`src/prc_pkg.sv`:
```
// Types and constants of the polar ring/sector classifier
package prc_pkg;

  // Field widths
  localparam int unsigned POS_W   = 9;   // cell column / row
  localparam int unsigned HALF_W  = 8;   // window half width
  localparam int unsigned OFS_W   = POS_W + 1;  // signed offset
  localparam int unsigned ABS_W   = POS_W;      // |offset|
  localparam int unsigned SQ_W    = 2 * ABS_W;  // offset squared
  localparam int unsigned SUM_W   = ABS_W + 1;  // |x| + |y|
  localparam int unsigned SSQ_W   = 2 * SUM_W;  // (|x| + |y|) squared
  localparam int unsigned D2_W    = SQ_W + 1;   // x^2 + y^2
  localparam int unsigned RAD_W   = 17;  // squared ring radius
  localparam int unsigned RCNT_W  = 3;   // ring count register
  localparam int unsigned RING_W  = 3;   // ring index
  localparam int unsigned SEC_W   = 3;   // sector
  localparam int unsigned SEG_W   = 6;   // segment id
  localparam int unsigned SECTORS = 8;

  // Configuration port
  localparam int unsigned CFG_IDX_W  = 3;
  localparam int unsigned CFG_DATA_W = RAD_W;

  localparam logic [CFG_IDX_W-1:0] CFG_HALF_SIZE  = 3'd0;
  localparam logic [CFG_IDX_W-1:0] CFG_RING_COUNT = 3'd1;
  localparam logic [CFG_IDX_W-1:0] CFG_RING1_RAD  = 3'd2;

  // Reset values of the configuration registers
  localparam logic [HALF_W-1:0] HALF_SIZE_RST  = 8'd5;
  localparam logic [RCNT_W-1:0] RING_COUNT_RST = 3'd1;
  localparam logic [RAD_W-1:0]  RING_RAD_RST   = 17'd25;

  // Sector codes, y grows downward
  localparam logic [SEC_W-1:0] SEC_NW = 3'd0;
  localparam logic [SEC_W-1:0] SEC_N  = 3'd1;
  localparam logic [SEC_W-1:0] SEC_NE = 3'd2;
  localparam logic [SEC_W-1:0] SEC_E  = 3'd3;
  localparam logic [SEC_W-1:0] SEC_SE = 3'd4;
  localparam logic [SEC_W-1:0] SEC_S  = 3'd5;
  localparam logic [SEC_W-1:0] SEC_SW = 3'd6;
  localparam logic [SEC_W-1:0] SEC_W_ = 3'd7;

  // Squares stage to classify stage
  typedef struct packed {
    logic [SQ_W-1:0]  ax_sq;
    logic [SQ_W-1:0]  ay_sq;
    logic [SSQ_W-1:0] s_sq;
    logic             x_pos;
    logic             y_pos;
    logic             centre;
  } sq_t;

  // One classified cell
  typedef struct packed {
    logic [SEG_W-1:0]  segment_id;
    logic [RING_W-1:0] ring_index;
    logic [SEC_W-1:0]  sector;
    logic              outside;
  } res_t;

endpackage

```
`src/polar_ring_sector_classifier.sv`:
```
// Top level of the polar ring/sector classifier
//
//   Channel  Direction  Handshake                 Payload
//   in       request in in_valid_i / in_ready_o   cell_col_i, cell_row_i
//   out      result out out_valid_o / out_ready_i segment_id_o, ring_index_o,
//                                                 sector_o, outside_o
//   cfg      write in   cfg_valid_i / cfg_ready_o cfg_index_i, cfg_data_i
//
// One request per clock sustained while out_ready_i is high; out_valid_o follows
// the accepting edge through the input register, square register and result register.
// The 9x9-bit and 10x10-bit squares and the radius compares set the stage depth.
// Each stage holds its request while the one after it is full and stalled,
// so a waiting result does not block new requests until all three are full.
// Reset clears all valid flags and loads the register defaults; no clear pass.
module polar_ring_sector_classifier #(
  parameter int unsigned MAX_RINGS = 6
) (
  input  logic                            clk_i,
  input  logic                            rst_ni,
  // Cell requests
  input  logic                            in_valid_i,
  output logic                            in_ready_o,
  input  logic [prc_pkg::POS_W-1:0]       cell_col_i,
  input  logic [prc_pkg::POS_W-1:0]       cell_row_i,
  // Classified cells
  output logic                            out_valid_o,
  input  logic                            out_ready_i,
  output logic [prc_pkg::SEG_W-1:0]       segment_id_o,
  output logic [prc_pkg::RING_W-1:0]      ring_index_o,
  output logic [prc_pkg::SEC_W-1:0]       sector_o,
  output logic                            outside_o,
  // Register writes
  input  logic                            cfg_valid_i,
  output logic                            cfg_ready_o,
  input  logic [prc_pkg::CFG_IDX_W-1:0]   cfg_index_i,
  input  logic [prc_pkg::CFG_DATA_W-1:0]  cfg_data_i
);
  import prc_pkg::*;

  logic              in_valid_q;
  logic [POS_W-1:0]  col_q;
  logic [POS_W-1:0]  row_q;
  logic              sq_ready;
  logic              sq_valid;
  sq_t               sq;
  logic              cls_ready;
  res_t              res;
  logic [HALF_W-1:0] half_size;
  logic [RCNT_W-1:0] ring_count;
  logic [RAD_W-1:0]  ring_rad [MAX_RINGS];

  // Registers are always writable
  assign cfg_ready_o = 1'b1;

  prc_cfg_regs #(
    .MAX_RINGS (MAX_RINGS)
  ) u_cfg (
    .clk_i        (clk_i),
    .rst_ni       (rst_ni),
    .we_i         (cfg_valid_i && cfg_ready_o),
    .index_i      (cfg_index_i),
    .data_i       (cfg_data_i),
    .half_size_o  (half_size),
    .ring_count_o (ring_count),
    .ring_rad_o   (ring_rad)
  );

  // Input register
  assign in_ready_o = !in_valid_q || sq_ready;

  always_ff @(posedge clk_i or negedge rst_ni) begin
    if (!rst_ni) begin
      in_valid_q <= 1'b0;
    end else if (in_ready_o) begin
      in_valid_q <= in_valid_i;
    end
  end

  always_ff @(posedge clk_i) begin
    if (in_ready_o && in_valid_i) begin
      col_q <= cell_col_i;
      row_q <= cell_row_i;
    end
  end

  prc_sq_stage u_sq (
    .clk_i       (clk_i),
    .rst_ni      (rst_ni),
    .valid_i     (in_valid_q),
    .ready_o     (sq_ready),
    .col_i       (col_q),
    .row_i       (row_q),
    .half_size_i (half_size),
    .valid_o     (sq_valid),
    .ready_i     (cls_ready),
    .sq_o        (sq)
  );

  prc_cls_stage #(
    .MAX_RINGS (MAX_RINGS)
  ) u_cls (
    .clk_i        (clk_i),
    .rst_ni       (rst_ni),
    .valid_i      (sq_valid),
    .ready_o      (cls_ready),
    .sq_i         (sq),
    .ring_count_i (ring_count),
    .ring_rad_i   (ring_rad),
    .valid_o      (out_valid_o),
    .ready_i      (out_ready_i),
    .res_o        (res)
  );

  assign segment_id_o = res.segment_id;
  assign ring_index_o = res.ring_index;
  assign sector_o     = res.sector;
  assign outside_o    = res.outside;

endmodule

```
`src/prc_cfg_regs.sv`:
```
// Configuration register file: half size, ring count and ring radii
module prc_cfg_regs #(
  parameter int unsigned MAX_RINGS = 6
) (
  input  logic                             clk_i,
  input  logic                             rst_ni,
  input  logic                             we_i,
  input  logic [prc_pkg::CFG_IDX_W-1:0]    index_i,
  input  logic [prc_pkg::CFG_DATA_W-1:0]   data_i,
  output logic [prc_pkg::HALF_W-1:0]       half_size_o,
  output logic [prc_pkg::RCNT_W-1:0]       ring_count_o,
  output logic [prc_pkg::RAD_W-1:0]        ring_rad_o [MAX_RINGS]
);
  import prc_pkg::*;

  logic [HALF_W-1:0] half_size_q;
  logic [RCNT_W-1:0] ring_count_q;
  logic [RAD_W-1:0]  ring_rad_q [MAX_RINGS];

  // Register writes; indexes past the last stored ring are dropped
  always_ff @(posedge clk_i or negedge rst_ni) begin
    if (!rst_ni) begin
      half_size_q  <= HALF_SIZE_RST;
      ring_count_q <= RING_COUNT_RST;
      for (int r = 0; r < MAX_RINGS; r++) begin
        ring_rad_q[r] <= RING_RAD_RST;
      end
    end else if (we_i) begin
      if (index_i == CFG_HALF_SIZE) begin
        half_size_q <= data_i[HALF_W-1:0];
      end
      if (index_i == CFG_RING_COUNT) begin
        ring_count_q <= data_i[RCNT_W-1:0];
      end
      for (int r = 0; r < MAX_RINGS; r++) begin
        if (index_i == CFG_IDX_W'(CFG_RING1_RAD + r)) begin
          ring_rad_q[r] <= data_i[RAD_W-1:0];
        end
      end
    end
  end

  assign half_size_o  = half_size_q;
  assign ring_count_o = ring_count_q;
  assign ring_rad_o   = ring_rad_q;

endmodule

```
`src/prc_sq_stage.sv`:
```
// Offset, magnitude and square stage
module prc_sq_stage (
  input  logic                        clk_i,
  input  logic                        rst_ni,
  input  logic                        valid_i,
  output logic                        ready_o,
  input  logic [prc_pkg::POS_W-1:0]   col_i,
  input  logic [prc_pkg::POS_W-1:0]   row_i,
  input  logic [prc_pkg::HALF_W-1:0]  half_size_i,
  output logic                        valid_o,
  input  logic                        ready_i,
  output prc_pkg::sq_t                sq_o
);
  import prc_pkg::*;

  logic             valid_q;
  sq_t              sq_q;
  sq_t              sq_d;
  logic [OFS_W-1:0] x_ofs;
  logic [OFS_W-1:0] y_ofs;
  logic [OFS_W-1:0] x_mag;
  logic [OFS_W-1:0] y_mag;
  logic [ABS_W-1:0] ax;
  logic [ABS_W-1:0] ay;
  logic [SUM_W-1:0] s;

  assign ready_o = !valid_q || ready_i;

  // Signed offsets from the window centre, their magnitudes and squares
  always_comb begin
    x_ofs = {1'b0, col_i} - {2'b00, half_size_i};
    y_ofs = {1'b0, row_i} - {2'b00, half_size_i};
    x_mag = x_ofs[OFS_W-1] ? (~x_ofs + 1'b1) : x_ofs;
    y_mag = y_ofs[OFS_W-1] ? (~y_ofs + 1'b1) : y_ofs;
    ax    = x_mag[ABS_W-1:0];
    ay    = y_mag[ABS_W-1:0];
    s     = {1'b0, ax} + {1'b0, ay};
    sq_d.ax_sq  = SQ_W'(ax) * SQ_W'(ax);
    sq_d.ay_sq  = SQ_W'(ay) * SQ_W'(ay);
    sq_d.s_sq   = SSQ_W'(s) * SSQ_W'(s);
    sq_d.x_pos  = !x_ofs[OFS_W-1] && (x_ofs != '0);
    sq_d.y_pos  = !y_ofs[OFS_W-1] && (y_ofs != '0);
    sq_d.centre = (x_ofs == '0) && (y_ofs == '0);
  end

  always_ff @(posedge clk_i or negedge rst_ni) begin
    if (!rst_ni) begin
      valid_q <= 1'b0;
    end else if (ready_o) begin
      valid_q <= valid_i;
    end
  end

  always_ff @(posedge clk_i) begin
    if (ready_o && valid_i) begin
      sq_q <= sq_d;
    end
  end

  assign valid_o = valid_q;
  assign sq_o    = sq_q;

endmodule

```
`src/prc_cls_stage.sv`:
```
// Ring search, sector decision and result register
module prc_cls_stage #(
  parameter int unsigned MAX_RINGS = 6
) (
  input  logic                        clk_i,
  input  logic                        rst_ni,
  input  logic                        valid_i,
  output logic                        ready_o,
  input  prc_pkg::sq_t                sq_i,
  input  logic [prc_pkg::RCNT_W-1:0]  ring_count_i,
  input  logic [prc_pkg::RAD_W-1:0]   ring_rad_i [MAX_RINGS],
  output logic                        valid_o,
  input  logic                        ready_i,
  output prc_pkg::res_t               res_o
);
  import prc_pkg::*;

  localparam logic [RCNT_W-1:0] MaxRingsC = RCNT_W'(MAX_RINGS);

  logic              valid_q;
  res_t              res_q;
  res_t              res_d;
  logic [D2_W-1:0]   d2;
  logic [SSQ_W-1:0]  two_ax_sq;
  logic [SSQ_W-1:0]  two_ay_sq;
  logic [RCNT_W-1:0] rings_used;
  logic              found;
  logic [RING_W-1:0] ring;
  logic [SEC_W-1:0]  sec;

  assign ready_o = !valid_q || ready_i;

  // Innermost ring in use whose bound covers the squared distance
  always_comb begin
    d2         = {1'b0, sq_i.ax_sq} + {1'b0, sq_i.ay_sq};
    rings_used = (ring_count_i > MaxRingsC) ? MaxRingsC : ring_count_i;
    found      = 1'b0;
    ring       = '0;
    for (int r = MAX_RINGS - 1; r >= 0; r--) begin
      if ((RCNT_W'(r) < rings_used) && (d2 <= D2_W'(ring_rad_i[r]))) begin
        found = 1'b1;
        ring  = RING_W'(r);
      end
    end
  end

  // Octant edges at tan(22.5 deg): compare (|x|+|y|)^2 with 2x^2 and 2y^2
  always_comb begin
    two_ax_sq = {1'b0, sq_i.ax_sq, 1'b0};
    two_ay_sq = {1'b0, sq_i.ay_sq, 1'b0};
    if (sq_i.s_sq < two_ax_sq) begin
      sec = sq_i.x_pos ? SEC_E : SEC_W_;
    end else if (sq_i.s_sq < two_ay_sq) begin
      sec = sq_i.y_pos ? SEC_S : SEC_N;
    end else if (sq_i.x_pos) begin
      sec = sq_i.y_pos ? SEC_SE : SEC_NE;
    end else begin
      sec = sq_i.y_pos ? SEC_SW : SEC_NW;
    end
  end

  // Result: centre and outside cells carry zero ring, sector and segment
  always_comb begin
    res_d = '0;
    if (!sq_i.centre) begin
      if (found) begin
        res_d.ring_index = ring;
        res_d.sector     = sec;
        res_d.segment_id = {ring, sec} + SEG_W'(1);
      end else begin
        res_d.outside = 1'b1;
      end
    end
  end

  always_ff @(posedge clk_i or negedge rst_ni) begin
    if (!rst_ni) begin
      valid_q <= 1'b0;
    end else if (ready_o) begin
      valid_q <= valid_i;
    end
  end

  always_ff @(posedge clk_i) begin
    if (ready_o && valid_i) begin
      res_q <= res_d;
    end
  end

  assign valid_o = valid_q;
  assign res_o   = res_q;

endmodule

```
`config.mk`:
```
export PLATFORM = sky130hd
export DESIGN_NAME = polar_ring_sector_classifier
export DESIGN_NICKNAME = d
export VERILOG_FILES = /design/src/prc_pkg.sv /design/src/polar_ring_sector_classifier.sv /design/src/prc_cfg_regs.sv /design/src/prc_sq_stage.sv /design/src/prc_cls_stage.sv
export SDC_FILE = /design/constraint.sdc
export NUM_CORES = 1
export LEC_CHECK = 0
export ABC_AREA = 1
export BUFFER_PORTS_ARGS = -buffer_cell sky130_fd_sc_hd__buf_2
export CAP_MARGIN = 25
export CORE_MARGIN = 3
export CORE_UTILIZATION = 41
export CTS_CLUSTER_DIAMETER = 60
export DETAILED_ROUTE_END_ITERATION = 16
export HOLD_SLACK_MARGIN = 0.08
export PLACE_DENSITY = 0.67
export REMOVE_ABC_BUFFERS = 1
export SLEW_MARGIN = 20
export SYNTH_ARGS = -nofsm -noshare
export SYNTH_HDL_FRONTEND = slang
export SYNTH_HIERARCHICAL = 1
export SYNTH_SLANG_ARGS = --single-unit
```
`constraint.sdc`:
```
create_clock -name clk_i -period 7.7 [get_ports clk_i]
set_clock_uncertainty 0.2 [all_clocks]
set_input_delay 1.155 -clock clk_i [delete_from_list [all_inputs] [get_ports clk_i]]
set_output_delay 1.155 -clock clk_i [all_outputs]
set_load 0.01 [all_outputs]
```
[Yosys cells after proc, flatten, opt, wreduce, memory -nomap -nowiden]
Index checks and enable logic that the tools add are counted.
Word-level totals
  output and inout port bits: 16
  input bits: 43
  bits in registers: 206
  word-level logic and storage cells: 115
Operators by class
  bitwise operators: 3
  multipliers: 3
  equal/unequal tests: 7
  $add $sub $neg: 7
  $lt $le $gt $ge: 15
  reductions and logical operators: 34
  mux-type cells: 23
Operators by type and width (count)
  $le 19x17->1: 6
  $mux 3: 14
  $lt 20x19->1: 2
  $mul 9x9->18: 2
  $logic_not 10->1: 2
  $mul 10x10->20: 1
  $reduce_bool 10->1: 2
  $sub 9x8->10: 2
  $add 18x18->19: 1
  $add 9x1->9 const B: 2
  $mux 9: 2
  $not 9->9: 2
  $reduce_and 2->1: 8
  $eq 3x3->1 const B: 4
  $logic_and 1x1->1: 12
  $add 9x9->10: 1
  $mux 1: 7
  $add 6x1->6 const B: 1
  $eq 3x2->1 const B: 2
  $lt 1x3->1 const A: 2
  $lt 2x3->1 const A: 2
  $lt 3x3->1 const A: 2
  $logic_not 1->1: 5
  $eq 3x1->1 const B: 1
  5 further kinds: 7

[Longest topological paths before layout]
  depth after elaboration: 12
  gate-level depth with buffers: 45

[Hierarchy]
Netlist, hierarchy kept.
By module, submodules not included
  prc_sq_stage: times used 1, area an instance 10207.3 µm², cells each 1271, seq. area each 1706.6 µm²
  prc_cls_stage: times used 1, area an instance 5292.6 µm², cells each 822, seq. area each 415.4 µm²
  prc_cfg_regs: times used 1, area an instance 4433.0 µm², cells each 500, seq. area each 2854.0 µm²
  polar_ring_sector_classifier: times used 1, area an instance 596.8 µm², cells each 26, seq. area each 565.5 µm²

[Worst setup path before layout]
Ideal clock, no wire load.
  kind: register -> register
  from: register u_cfg.half_size_q[0] (netlist: u_cfg/half_size_o[0])
  to: register u_sq.sq_q, in the netlist u_sq/sq_o[17], data pin
  data arrival time: 7.449 ns
  path slack: -0.208 ns
  period minus slack after synthesis: 7.908 ns
  stages on the path, launching flop included: 39
  cell sequence: dfstp_2 -> ha_1 -> inv_1 -> fa_1 -> inv_1 -> ha_1 -> inv_1 -> nor2_1 -> nand2_1 -> nand2_1 -> xor2_2 -> inv_1 -> ha_1 -> inv_1 -> nor3_1 -> nand2_1 -> nand3_1 -> nand2_1 -> [... 3 more ...] -> o21ai_0 -> inv_1 -> nand2_1 -> fa_1 -> fa_1 -> inv_1 -> fa_1 -> fa_1 -> inv_1 -> fa_1 -> inv_1 -> ha_1 -> a21oi_1 -> o21ai_0 -> a21boi_0 -> o21ai_0 -> nand2_1 -> nand2_1
RTL lines
  start, declared: line prc_cfg_regs.sv:16  | logic [HALF_W-1:0] half_size_q;
  start signal, assigned: line prc_cfg_regs.sv:30  | half_size_q <= data_i[HALF_W-1:0];
  end signal, assigned: line prc_sq_stage.sv:56  | sq_q <= sq_d;
  end, declared: line prc_sq_stage.sv:17  | sq_t sq_q;

==> results.yml <==
timing:
  grt_setup_unrepaired: "true"
  finalCritPeriodShare: 0.9661
  finalHoldViolations: 0
  finalSetupViolCount: 0
  worstMarginPinSlew_ns: 1.113
  tns_ns: 0
  maxSlewHeadroom: 0.2524
  max_freq_ghz: 0.1344
  finalCriticalPeriod_ns: 7.439
  slew_viol_final: 0
floorplanning:
  dieArea_sq_um: 52720
  fp.dieH_um: 229.6
  core_area_sq_um: 49150
  die_w_um: 229.6
  rows: 81
  io_pins: 59
  initial_core_util: 0.4171
finish:
  multiInputGateArea_sq_um: 13530
  layout.nets: 3234
  drive_gt1_frac: 0.1534
  fill_cells: 4589
  area_growth_pct: 16.30
  regArea_sq_um: 5512
  n_antenna_cell: 0
routing:
  drtAntennaViolNets: 0
  vias_per_cell: 5.016
  drt-initial-drc-count: 1087
  first_pass_iters: 6
  vias: 17389
  drc: 0
  wl_mm: 53.48
  wl_per_cell_um: 15.43
clocking:
  clockRootBuffer: "clkbuf_16"
  clkTransAtPathRegs_ns: 0.06
  clk_latency_ns: 0.59
  clockBufferDepth: 3
  cts_made_buffers: 27
  cts_tree: "built"
  cts.sinks: 202
  cts-htree-levels: 1
yosys:
  syn_avg_cell_area_sq_um: 7.830
  syn_area_sq_um: 20500
  synth_cells: 2618
  ys_warn_count: 6
global_route:
  grt_antenna_before_repair: 0
  track_usage: 0.2016
  grt_pass1_wl_mm: 87.14
  grt_max_degree: 63
  overflow: 0
  grt_pass1_vias: 17753
critical_path:
  slowest_stage: "dfstp_2"
  crit_arrival_ns: 7.55
  path_max_fanout: 4
  critPathKind: "reg -> reg"
  crit_path_end_kind: "flop"
  crit_buf_inv: 8
  critical-path-max-stage-delay_ns: 0.59
  rr_worst_depth: 37
  critPathRequiredTime_ns: 7.81
  reg2reg_slack_ns: 0.26
  cp_top_family: "adder cells"
  setup.worst_path.start_class: "flop"
  worstReg2RegStart: "u_cfg/half_size_o[0]$_DFFE_PN1P_"
  timing.rr.end: "u_sq/sq_o[22]$_DFFE_PP_"
  crit_top_cell: "fa_1"
hold_path:
  hold_path_end: "u_cfg/ring_rad_o[54]$_DFFE_PN1P_"
  holdPathStages: 2
  hold_start: "u_cfg/ring_rad_o[54]$_DFFE_PN1P_"
  min_path_type: "reg -> reg"
placed_design:
  hpwl_mm: 41.87
  port_buffers: 57
  gp_congestion: 0.9431
run:
  cap_violations: 0
status:
  outcome: "finished clean"
## routing by layer
layer	GRT usage	up-vias	part of all wire
met5	0	-	0
met4	0.07902	0	0.036
met3	0.02301	108	0.039
met2	0.3601	380	0.50
met1	0.2483	8358	0.42
li1	-	8543	-
## flip-flops by register name, indices dropped and copies added (netlist names)
name / cells
u_sq/valid_o: 1
u_cfg/ring_rad_o: 102
u_cls/res_o: 13
in_valid_q: 1
col_q: 9
u_cls/valid_o: 1
u_cfg/ring_count_o: 3
row_q: 9
u_sq/sq_o: 55
u_cfg/half_size_o: 8
## worst reg2reg max path: cells and delay by family, from the launching register on
kind	cells	cell delay (ns)
DFF	1	0.59
xor gates and xnor gates	1	0.17
and+or+nand+nor	17	1.70
adders and majority gates	10	3.84
AOI/OAI and AO/OA	1	0.11
buffers and inverters	8	0.57
## cell usage in the layout (no fill, tap or decap), types with 8 or more instances in the layout
cell type    n
a211oi_1     8
a21o_1      10
a21oi_1     97
a21oi_2     14
a31oi_1     11
buf_2       56
buf_4      107
clkbuf_16   27
dfrtp_1     95
dfstp_2     21
edfxtp_1    86
fa_1       113
ha_1       266
ha_4        25
inv_1      490
inv_2       26
nand2_1    716
nand2_2     43
nand3_1    121
nand3_2     13
nand4_1     28
nor2_1     174
nor2_2      24
nor2_4      11
nor3_1      15
o21ai_0     28
o21ai_1      8
xnor2_1     25
xor2_1      40
## repair_timing
item                                    in CTS  in global routing
setup buffers                                0                 11
pin swaps                                   11                 52
endpoints found under the setup margin       8                 13
gates cloned                                 0                  0
hold buffers                                 0                  0
resized for setup                           20                132
## final cells by class
class / instances / share of cell area
Clock buffer: 35 / 0.03128
Inverter: 519 / 0.08198
Sequential cell: 202 / 0.2312
Multi-Input combinational cell: 1864 / 0.5674
Clock inverter: 15 / 0.004986
Timing Repair Buffer: 168 / 0.04834
Tap cell: 664 / 0.03485
## through the flow
stage          hold WS [ns]  instances  utilization  instance area [sq um]  setup WS [ns]
2_1_floorplan        0.2419       2585            -                  20310        -0.2294
3_3_place_gp         0.2529       3406       0.4517                  22200       -0.01405
3_5_place_dp         0.2575       3406       0.4517                  22200        -0.1091
4_1_cts              0.2666       3456       0.4714                  23170       0.007764
5_1_grt              0.2795       3467       0.4850                  23840        -0.1398
6_report             0.2649       3467       0.4850                  23840         0.2607
## worst max path at each step
stage                                                 from                 endpoint  slack (ns)  cells after the start
after CTS                 u_cfg/half_size_o[0]$_DFFE_PN1P_  u_sq/sq_o[22]$_DFFE_PP_       0.008                     36
after detailed placement  u_cfg/half_size_o[0]$_DFFE_PN1P_  u_sq/sq_o[17]$_DFFE_PP_       -0.11                     38
final                     u_cfg/half_size_o[0]$_DFFE_PN1P_  u_sq/sq_o[22]$_DFFE_PP_        0.26                     37
after global routing      u_cfg/half_size_o[0]$_DFFE_PN1P_  u_sq/sq_o[22]$_DFFE_PP_       -0.14                     38
after global placement    u_cfg/half_size_o[0]$_DFFE_PN1P_  u_sq/sq_o[22]$_DFFE_PP_       -0.01                     39
after floorplan           u_cfg/half_size_o[2]$_DFFE_PN1P_  u_sq/sq_o[17]$_DFFE_PP_       -0.23                     38
Power is not shown: default switching activity piles up to over one toggle a cycle in this logic, so the estimate is an artifact.
